<file path="config.mk">
export PLATFORM = sky130hd
export DESIGN_NAME = obb_cordic_cell
export DESIGN_NICKNAME = d
export VERILOG_FILES = /design/src/rtl/obb_pkg.sv /design/src/rtl/obb_cordic_cell.sv
export SDC_FILE = /design/constraint.sdc
export NUM_CORES = 1
export LEC_CHECK = 0
export BUFFER_PORTS_ARGS = -buffer_cell sky130_fd_sc_hd__buf_2
export CAP_MARGIN = 10
export CORE_AREA = 2 2 257 259
export DETAILED_ROUTE_END_ITERATION = 12
export DIE_AREA = 0 0 259 261
export GPL_TIMING_DRIVEN = 0
export SYNTH_ARGS = -nofsm -noshare
export SYNTH_HDL_FRONTEND = slang
export SYNTH_SLANG_ARGS = --single-unit
</file>
<file path="constraint.sdc">
create_clock -name clk -period 7.4 [get_ports clk]
set_input_delay 0.74 -clock clk [delete_from_list [all_inputs] [get_ports clk]]
set_output_delay 0.74 -clock clk [all_outputs]
set_load 0.01 [all_outputs]
</file>
<file path="src/rtl/obb_pkg.sv">
// ----------------------------------------------------------------------------
// obb_pkg
// Shared types, constants and CORDIC angle table for the box bounds block.
// ----------------------------------------------------------------------------
`default_nettype none
package obb_pkg;
	localparam int ANGLE_BITS = 16;
	localparam int FRAC_BITS  = 16;
	localparam int ITERS      = 30;
	localparam int CW         = 34;
	localparam int ZW         = 33;
	localparam logic signed [CW-1:0] CORDIC_K = 34'sd652032874;

	localparam logic [1:0] REG_MODE   = 2'd0;
	localparam logic [1:0] REG_WIDTH  = 2'd1;
	localparam logic [1:0] REG_HEIGHT = 2'd2;
	localparam logic [1:0] REG_RADIUS = 2'd3;

	typedef struct packed {
		logic signed [CW-1:0] x;
		logic signed [CW-1:0] y;
		logic signed [ZW-1:0] z;
	} cordic_t;

	typedef struct packed {
		logic        circle;
		logic [1:0]  quad;
		logic signed [31:0] px;
		logic signed [31:0] py;
		logic signed [32:0] left;
		logic signed [32:0] right;
		logic signed [32:0] bottom;
		logic signed [32:0] top;
		logic [30:0] radius;
	} side_t;

	typedef struct packed {
		logic signed [31:0] c0x, c0y, c1x, c1y, c2x, c2y, c3x, c3y;
		logic signed [31:0] min_x, min_y, max_x, max_y;
	} result_t;

	function automatic logic signed [ZW-1:0] atan_lut(input int i);
		logic [31:0] v;
		unique case (i)
			0: v = 32'h20000000;  1: v = 32'h12E4051E;  2: v = 32'h09FB385B;
			3: v = 32'h051111D4;  4: v = 32'h028B0D43;  5: v = 32'h0145D7E1;
			6: v = 32'h00A2F61E;  7: v = 32'h00517C55;  8: v = 32'h0028BE53;
			9: v = 32'h00145F2F;  10: v = 32'h000A2F98; 11: v = 32'h000517CC;
			12: v = 32'h00028BE6; 13: v = 32'h000145F3; 14: v = 32'h0000A2FA;
			15: v = 32'h0000517D; 16: v = 32'h000028BE; 17: v = 32'h0000145F;
			18: v = 32'h00000A30; 19: v = 32'h00000518; 20: v = 32'h0000028C;
			21: v = 32'h00000146; 22: v = 32'h000000A3; 23: v = 32'h00000051;
			24: v = 32'h00000029; 25: v = 32'h00000014; 26: v = 32'h0000000A;
			27: v = 32'h00000005; 28: v = 32'h00000003; default: v = 32'h00000001;
		endcase
		return $signed({1'b0, v});
	endfunction

	function automatic logic signed [31:0] sat32(input logic signed [35:0] v);
		if (v > 36'sd2147483647) return 32'sh7FFFFFFF;
		if (v < -36'sd2147483648) return 32'sh80000000;
		return v[31:0];
	endfunction
endpackage
`default_nettype wire

</file>
<file path="src/rtl/obb_cordic_cell.sv">
// ----------------------------------------------------------------------------
// obb_cordic_cell
// One CORDIC rotation step with its side-band register; one cell per iteration.
// ----------------------------------------------------------------------------
`default_nettype none
module obb_cordic_cell import obb_pkg::*; (
	input  wire logic       clk,
	input  wire logic       en,
	input  wire logic [4:0] step,
	input  wire cordic_t    d,
	input  wire side_t      sd,
	output cordic_t         q,
	output side_t           sq
);
	cordic_t n;
	always_comb begin
		if (!d.z[ZW-1]) begin
			n.x = d.x - (d.y >>> step);
			n.y = d.y + (d.x >>> step);
			n.z = d.z - atan_lut(int'(step));
		end else begin
			n.x = d.x + (d.y >>> step);
			n.y = d.y - (d.x >>> step);
			n.z = d.z + atan_lut(int'(step));
		end
	end
	always_ff @(posedge clk) begin
		if (en) begin
			q  <= n;
			sq <= sd;
		end
	end
endmodule
`default_nettype wire

</file>
==> results of run 1 <==
==> cells by family (layout without fill, tap and decap cells) <==
group,after synthesis,in the layout,synth area share (%)
flops,331,331,44.0
compound gates,563,563,16.7
buf+inv,139,883,2.90
simple gates,469,469,10.8
fa+ha+maj,112,112,6.30
mux,189,189,12.3
xor+xnor,180,180,6.97
other cells,0,30,0
==> layout by cell type (no fill, tap or decap), drive strengths merged, types with 33 or more instances in the layout <==
cell,count
a21o,52
a21oi,160
a31oi,33
buf,720
clkbuf,103
edfxtp,331
ha,109
inv,40
mux2,44
mux2i,80
mux4,65
nand2,128
nor2,123
nor3,35
o21ai,82
xnor2,114
xor2,66
==> critical path: stages <==
cell and delay [ns]:
buf_2 0.21, buf_2 0.34, buf_2 0.39, clkbuf_4 0.40
mux4_2 0.43, mux2_2 0.29, o21ai_0 0.98, and2_1 0.34
and3_1 0.25, and2_4 0.19, a31oi_1 0.10, xnor2_1 0.54
ha_1 0.42, nand2_1 0.09, o21ai_0 0.09, a221o_1 0.39
a31oi_2 0.36, o21ai_0 0.18, and3_1 0.18, a2111oi_1 0.44
xnor2_1 0.22
==> synth_stat cells, types with 7 or more instances <==
cell and number:
a22oi_1 10, buf_1 15, edfxtp_1 331, o21ai_0 78, o31ai_1 11, o211ai_1 18
o21a_1 18, a221o_1 8, mux4_2 65, and2_1 20, nand3_1 23, or3_1 9
and3_1 26, a21o_1 52, a22o_1 7, a211oi_1 23, inv_1 34, nor3_1 30
buf_6 12, o21bai_1 13, o22ai_1 25, nor3b_1 7, nor2b_1 21, a41oi_1 10
xor2_1 66, clkbuf_1 52, a221oi_1 8, buf_2 20, ha_1 109, nand2_1 128
nor2_1 123, a21oi_1 160, mux2_2 34, mux2i_1 79, or2_2 11, nand4_1 12
nand2b_1 23, a31oi_1 32, xnor2_1 114
==> report_power, final <==
group	internal, mW	total [mW]	leakage (nW)	switching (mW)
Clock	1.02	1.87	0.582	0.853
Sequential	2.42	2.51	3.24	0.0897
Combinational	0.929	2.53	8.07	1.61
==> final timing paths <==
kind,startpoint,to,slack (ns),cells past startpoint
worst min-delay path,sd[18],sq[18]$_DFFE_PP_,0.31,1
worst max-delay path,step[1],q[100]$_DFFE_PP_,0.12,21
==> metal layers <==
layer / GRT usage (%) / wire length, um / up-vias
li1: - / - / 9198
met1: 48.4 / 52600 / 11111
met2: 62.2 / 61500 / 1562
met3: 11.8 / 14300 / 358
met4: 16.9 / 7670 / 14
met5: 0 / 83 / -
==> state kept, by name, summed over array words and instances, names as in the netlist <==
name,cells
q,101
sq,230
==> through the flow <==
step,utilization (%),std cells
3_3_place_gp,41.5,3513
3_5_place_dp,41.7,3516
5_1_grt,43.9,3602
4_1_cts,43.6,3584
2_1_floorplan,-,1983
6_report,44.0,3621
==> timing repair <==
item / 4_1_cts / 5_1_grt
pin swaps: 0 / 5
setup buffers: 0 / 7
hold buffers: 0 / 0
setup endpoints to repair: 23 / 11
gates resized for setup: 22 / 35
==> area by class of cell <==
type / count / area (um^2) / area share, %
diodes: 30 / 75.1 / 0.262
plain buffers: 102 / 561 / 1.96
clock buffers: 47 / 1010 / 3.51
clock inverters: 21 / 183 / 0.638
inverters: 37 / 139 / 0.485
multi-input cells: 1513 / 12200 / 42.5
flip-flops and latches: 331 / 9940 / 34.7
well taps: 864 / 1080 / 3.78
repair buffers: 676 / 3470 / 12.1
==> impl_metrics.csv, run 1 <==
group,metric,value,unit
global_routing,grt-ovfl-total,0,
routing,post-route-drc-count,0,
clock_tree,cts_tree,"yes",
yosys,yosysWarningCount,0,
floorplan,dieWidth,259,um
cells_and_area,filler_cell_count,6197,
placement,dp_slack,-1.41,ns
power,p_leak,11.9,nW
cells_and_area,drive_above_1_share,34.8,%
placement,io_buffer_count,666,
yosys,synth_ff_type,"edfxtp_1",
sta,hold_viol,0,
yosys,async_flop_share,0,%
worst_hold_path,hp-class,"input port to flip-flop",
sta,slew_headroom,12.2,%
sta,setup_viol,0,
worst_setup_path,arrival,7.59,ns
flow_run,max_cap_viol_count,0,
worst_setup_path,cp-end-kind,"flip-flop",
floorplan,coreArea,65000,um^2
placement,place_area,27100,um^2
yosys,synth_edf_count,331,
cells_and_area,area_delta_synth_final,26.6,%
clock_tree,clk_path_buf_depth,3,
routing,vias,22243,
yosys,syn_inst,1983,
worst_setup_path,crit_type,"input port to flip-flop",
clock_tree,clk_pin_slew_worst_paths,0.07,ns
yosys,synth-seq-cells,331,
sta,rsz0062_at_grt,"false",
clock_tree,clock-sinks,331,
sta,holdWs,0.307,ns
cells_and_area,layout.nets,3150,
worst_setup_path,crit_fanout,10,
floorplan,io_pins,669,
yosys,syn_area,22600,um^2
worst_setup_path,worstSetupStartpointType,"input port",
sta,final.min_clock_period,7.28,ns
sta,setup_ws,0.120,ns
yosys,ys_seq_area_share,44.0,%
global_routing,globalRouteTotalUtil,38.8,%
sta,worstMarginPinSlew,1.32,ns
routing,dr.pass1.iters,6,
routing,wl_per_cell,37.6,um
yosys,yosysTopAreaCell,"edfxtp_1",
sta,slew_viol_final,0,
clock_tree,clockRootBuffer,"clkbuf_16",
worst_setup_path,cp.required,7.71,ns
yosys,synth_area_leaders,"edfxtp_1, mux4_2, ha_1, xnor2_1, a21oi_1",
placement,dp_hpwl,111,mm
run_status,status,"completed",
clock_tree,cts_buffers,39,
yosys,synth_top_area_share,44.0,%
floorplan,start_util,34.8,%
yosys,syn_nets,2433,
cells_and_area,fin_area,28600,um^2
routing,drtAntennaViolNets,0,
routing,drtIter0Drc,2959,
routing,viasPerCell,6.14,
global_routing,grt_pass1_wl,179,mm
placement,gp_congestion,1.15,
global_routing,antenna_found_initial,51,
floorplan,die_y,261,um
sta,finalCritPeriodShare,98.4,%
routing,wirelength,136,mm
sta,setup_tns,0,ns
clock_tree,htree_levels,2,
floorplan,die_area,67600,um^2
global_routing,grt_pass1_vias,20885,
yosys,yosysUniqueCellTypes,98,
power,power_density,241,nW/um^2
sta,clock.fmax,137,MHz
floorplan,rows,94,
yosys,avgSynthCellArea,11.4,um^2
power,vdd_drop_max,0.203,mV
global_routing,grt_max_degree,128,
power,power,6.91,mW
Power figures use the tool's default switching activity.
==> run 2: changes to the inputs <==
--- a/config.mk
+++ b/config.mk
@@ -5,11 +5,11 @@
 export SDC_FILE = /design/constraint.sdc
 export NUM_CORES = 1
 export LEC_CHECK = 0
-export BUFFER_PORTS_ARGS = -buffer_cell sky130_fd_sc_hd__buf_2
 export CAP_MARGIN = 10
 export CORE_AREA = 2 2 257 259
 export DETAILED_ROUTE_END_ITERATION = 12
 export DIE_AREA = 0 0 259 261
+export DONT_BUFFER_PORTS = 1
 export GPL_TIMING_DRIVEN = 0
 export SYNTH_ARGS = -nofsm -noshare
 export SYNTH_HDL_FRONTEND = slang
==> run 2 against run 1 <==
  * The flow now finishes with violations (slew limit)
  * Combinational power decreased by 27%
  * Die area is the same
  * Cell count decreased by 19%
  * Sequential power grew 12%
  * Clock power increased by 4%
  * Maximum frequency is 0.31% higher
  * Routed wire length is 1.8% lower
  * Core utilization shrank 5.3 points
  * First-iteration DRC count decreased by 1.6%
  * Largest power group is now registers
==> impl_metrics.csv, run 2 (synthesized netlist as in run 1, its figures left out) <==
group,metric,value,unit
run_status,status,"complete, but fails checks",
run_status,violations,"slew limit",
worst_setup_path,arrival,7.54,ns
routing,wl_per_cell,45.4,um
sta,hold_viol,0,
clock_tree,clk_pin_slew_worst_paths,0.07,ns
worst_hold_path,hp-class,"input port to flip-flop",
clock_tree,clockRootBuffer,"clkbuf_16",
floorplan,die_y,261,um
global_routing,grt_pass1_vias,17968,
sta,clock.fmax,138,MHz
sta,setup_ws,0.142,ns
global_routing,grt-ovfl-total,0,
flow_run,max_cap_viol_count,0,
global_routing,antenna_found_initial,45,
cells_and_area,final_cell_mix,"edfxtp_1, a21oi_1, nand2_1, nor2_1, xnor2_1",
floorplan,dieWidth,259,um
global_routing,globalRouteTotalUtil,38.1,%
cells_and_area,postLayoutCoreUtil,38.7,%
clock_tree,htree_levels,2,
floorplan,rows,94,
clock_tree,clock-sinks,331,
routing,topRoutingLayerUsed,"met5",
worst_setup_path,worstSetupStartpointType,"input port",
routing,wl_met1,51.3,mm
sta,holdWs,0.262,ns
floorplan,die_area,67600,um^2
placement,dp_hpwl,107,mm
sta,finalCritPeriodShare,98.1,%
floorplan,coreArea,65000,um^2
floorplan,io_pins,669,
sta,slew_headroom,-7.41,%
global_routing,grt_pass1_wl,172,mm
cells_and_area,area_delta_synth_final,11.4,%
cells_and_area,layout_commonest_cell,"edfxtp_1",
cells_and_area,largest_registers,"sq: 230 flops, q: 101 flops",
routing,dr_wl_met2,60.6,mm
worst_setup_path,crit_fanout,10,
cells_and_area,regMostFlops,"sq",
clock_tree,cts_buffers,38,
worst_setup_path,crit_type,"input port to flip-flop",
placement,dp_slack,-1.24,ns
sta,slew_viol_final,84,
floorplan,start_util,34.8,%
sta,rsz0062_at_grt,"false",
placement,gp_congestion,1.53,
power,power_density,262,nW/um^2
routing,dr.pass1.iters,9,
placement,io_buffer_count,0,
routing,drtAntennaViolNets,0,
global_routing,grt_max_degree,332,
sta,final.min_clock_period,7.26,ns
power,vdd_drop_max,0.159,mV
worst_setup_path,cp.required,7.68,ns
cells_and_area,largest_reg_flops,230,
routing,wl_met3,14.9,mm
sta,worstMarginPinSlew,1.61,ns
sta,setup_viol,0,
worst_setup_path,cp-end-kind,"flip-flop",
routing,wirelength,134,mm
clock_tree,cts_tree,"yes",
routing,viasPerCell,6.63,
clock_tree,clk_path_buf_depth,3,
worst_hold_path,hold-path-cell-count,0,
power,p_leak,9.24,nW
routing,vias,19532,
cells_and_area,layout.nets,2478,
cells_and_area,drive_above_1_share,13.4,%
worst_hold_path,hold_path_end,"sq[150]$_DFFE_PP_",
worst_hold_path,holdCritStartpoint,"sd[150]",
power,power,6.61,mW
routing,drtIter0Drc,2911,
routing,post-route-drc-count,0,
[run 2: cell count changes in the layout (fill, tap and decap cells not counted), sizes merged]
cell / previous run / this run
clkdlybuf4s15: 2 / 3
bufinv: 1 / 5
inv: 40 / 39
buf: 720 / 54
diode: 30 / 29
clkbuf: 103 / 92
[run 2: metal layers]
| metal | up-vias | GRT usage, % |
|---|---|---|
| li1 | 7862 | - |
| met1 | 9996 | 46.6 |
| met2 | 1355 | 60.0 |
| met3 | 281 | 14.6 |
| met4 | 38 | 15.6 |
| met5 | - | 3.61 |
[run 2: area by class of cell]
class                           count  area [um^2]
Sequential cell                   331         9940
Tap cell                          864         1080
Buffer                            102          551
Inverter                           37          139
Clock inverter                     24          264
Clock buffer                       42          987
Multi-Input combinational cell   1513        12100
Antenna cell                       29         72.6
Fill cell                        6263        39900
Timing Repair Buffer                5         38.8
[run 2: per-stage QoR]
step / instance area (um^2) / setup TNS, ns / std cells
final: 25200 / 0 / 2947
after global routing: 25100 / 0 / 2929
after CTS: 25000 / 0 / 2916
after detailed placement: 23700 / -23.92 / 2850
after global placement: 23700 / -27.06 / 2847
after floorplan: 22600 / 0 / 1983
[run 2: timing repair]
item / in CTS / in global routing
hold buffers: 0 / 0
resized for setup: 13 / 25
setup buffers: 0 / 2
endpoints found under the setup margin: 21 / 11
hold endpoints to repair: 0 / 0
pin swaps: 0 / 1
[run 2: critical path, stage by stage]
cell       delay, ns
buf_2           0.28
buf_2           0.47
buf_2           0.54
mux2_2          0.42
mux2i_1         0.53
o211a_1         0.34
ha_1            0.25
and4_1          0.33
nand4_1         0.27
nor2b_1         0.27
o21ai_0         0.13
xor2_1          0.40
ha_1            0.31
clkbuf_1        0.22
a21oi_1         0.16
o21ai_0         0.11
a221o_1         0.37
a31oi_2         0.32
o21ai_0         0.17
and3_1          0.17
a2111oi_0       0.49
xnor2_1         0.21
[run 2: how the worst max path moves through the flow]
stage               slack [ns]    start                to  cells past startpoint
floorplan                 1.37  step[0]  q[100]$_DFFE_PP_                     24
global placement         -1.44  step[4]  q[100]$_DFFE_PP_                     21
detailed placement       -1.24  step[1]  q[100]$_DFFE_PP_                     22
CTS                       0.05  step[1]   q[66]$_DFFE_PP_                     21
global route              0.01  step[1]  q[100]$_DFFE_PP_                     23
finish                    0.14  step[1]  q[100]$_DFFE_PP_                     22
[run 2: where the power goes]
group	leakage [nW]	switching, mW	internal [mW]
registers	3.24	0.371	2.44
logic	5.38	1.15	0.692
clock network	0.614	0.812	1.14
total	9.24	2.34	4.27
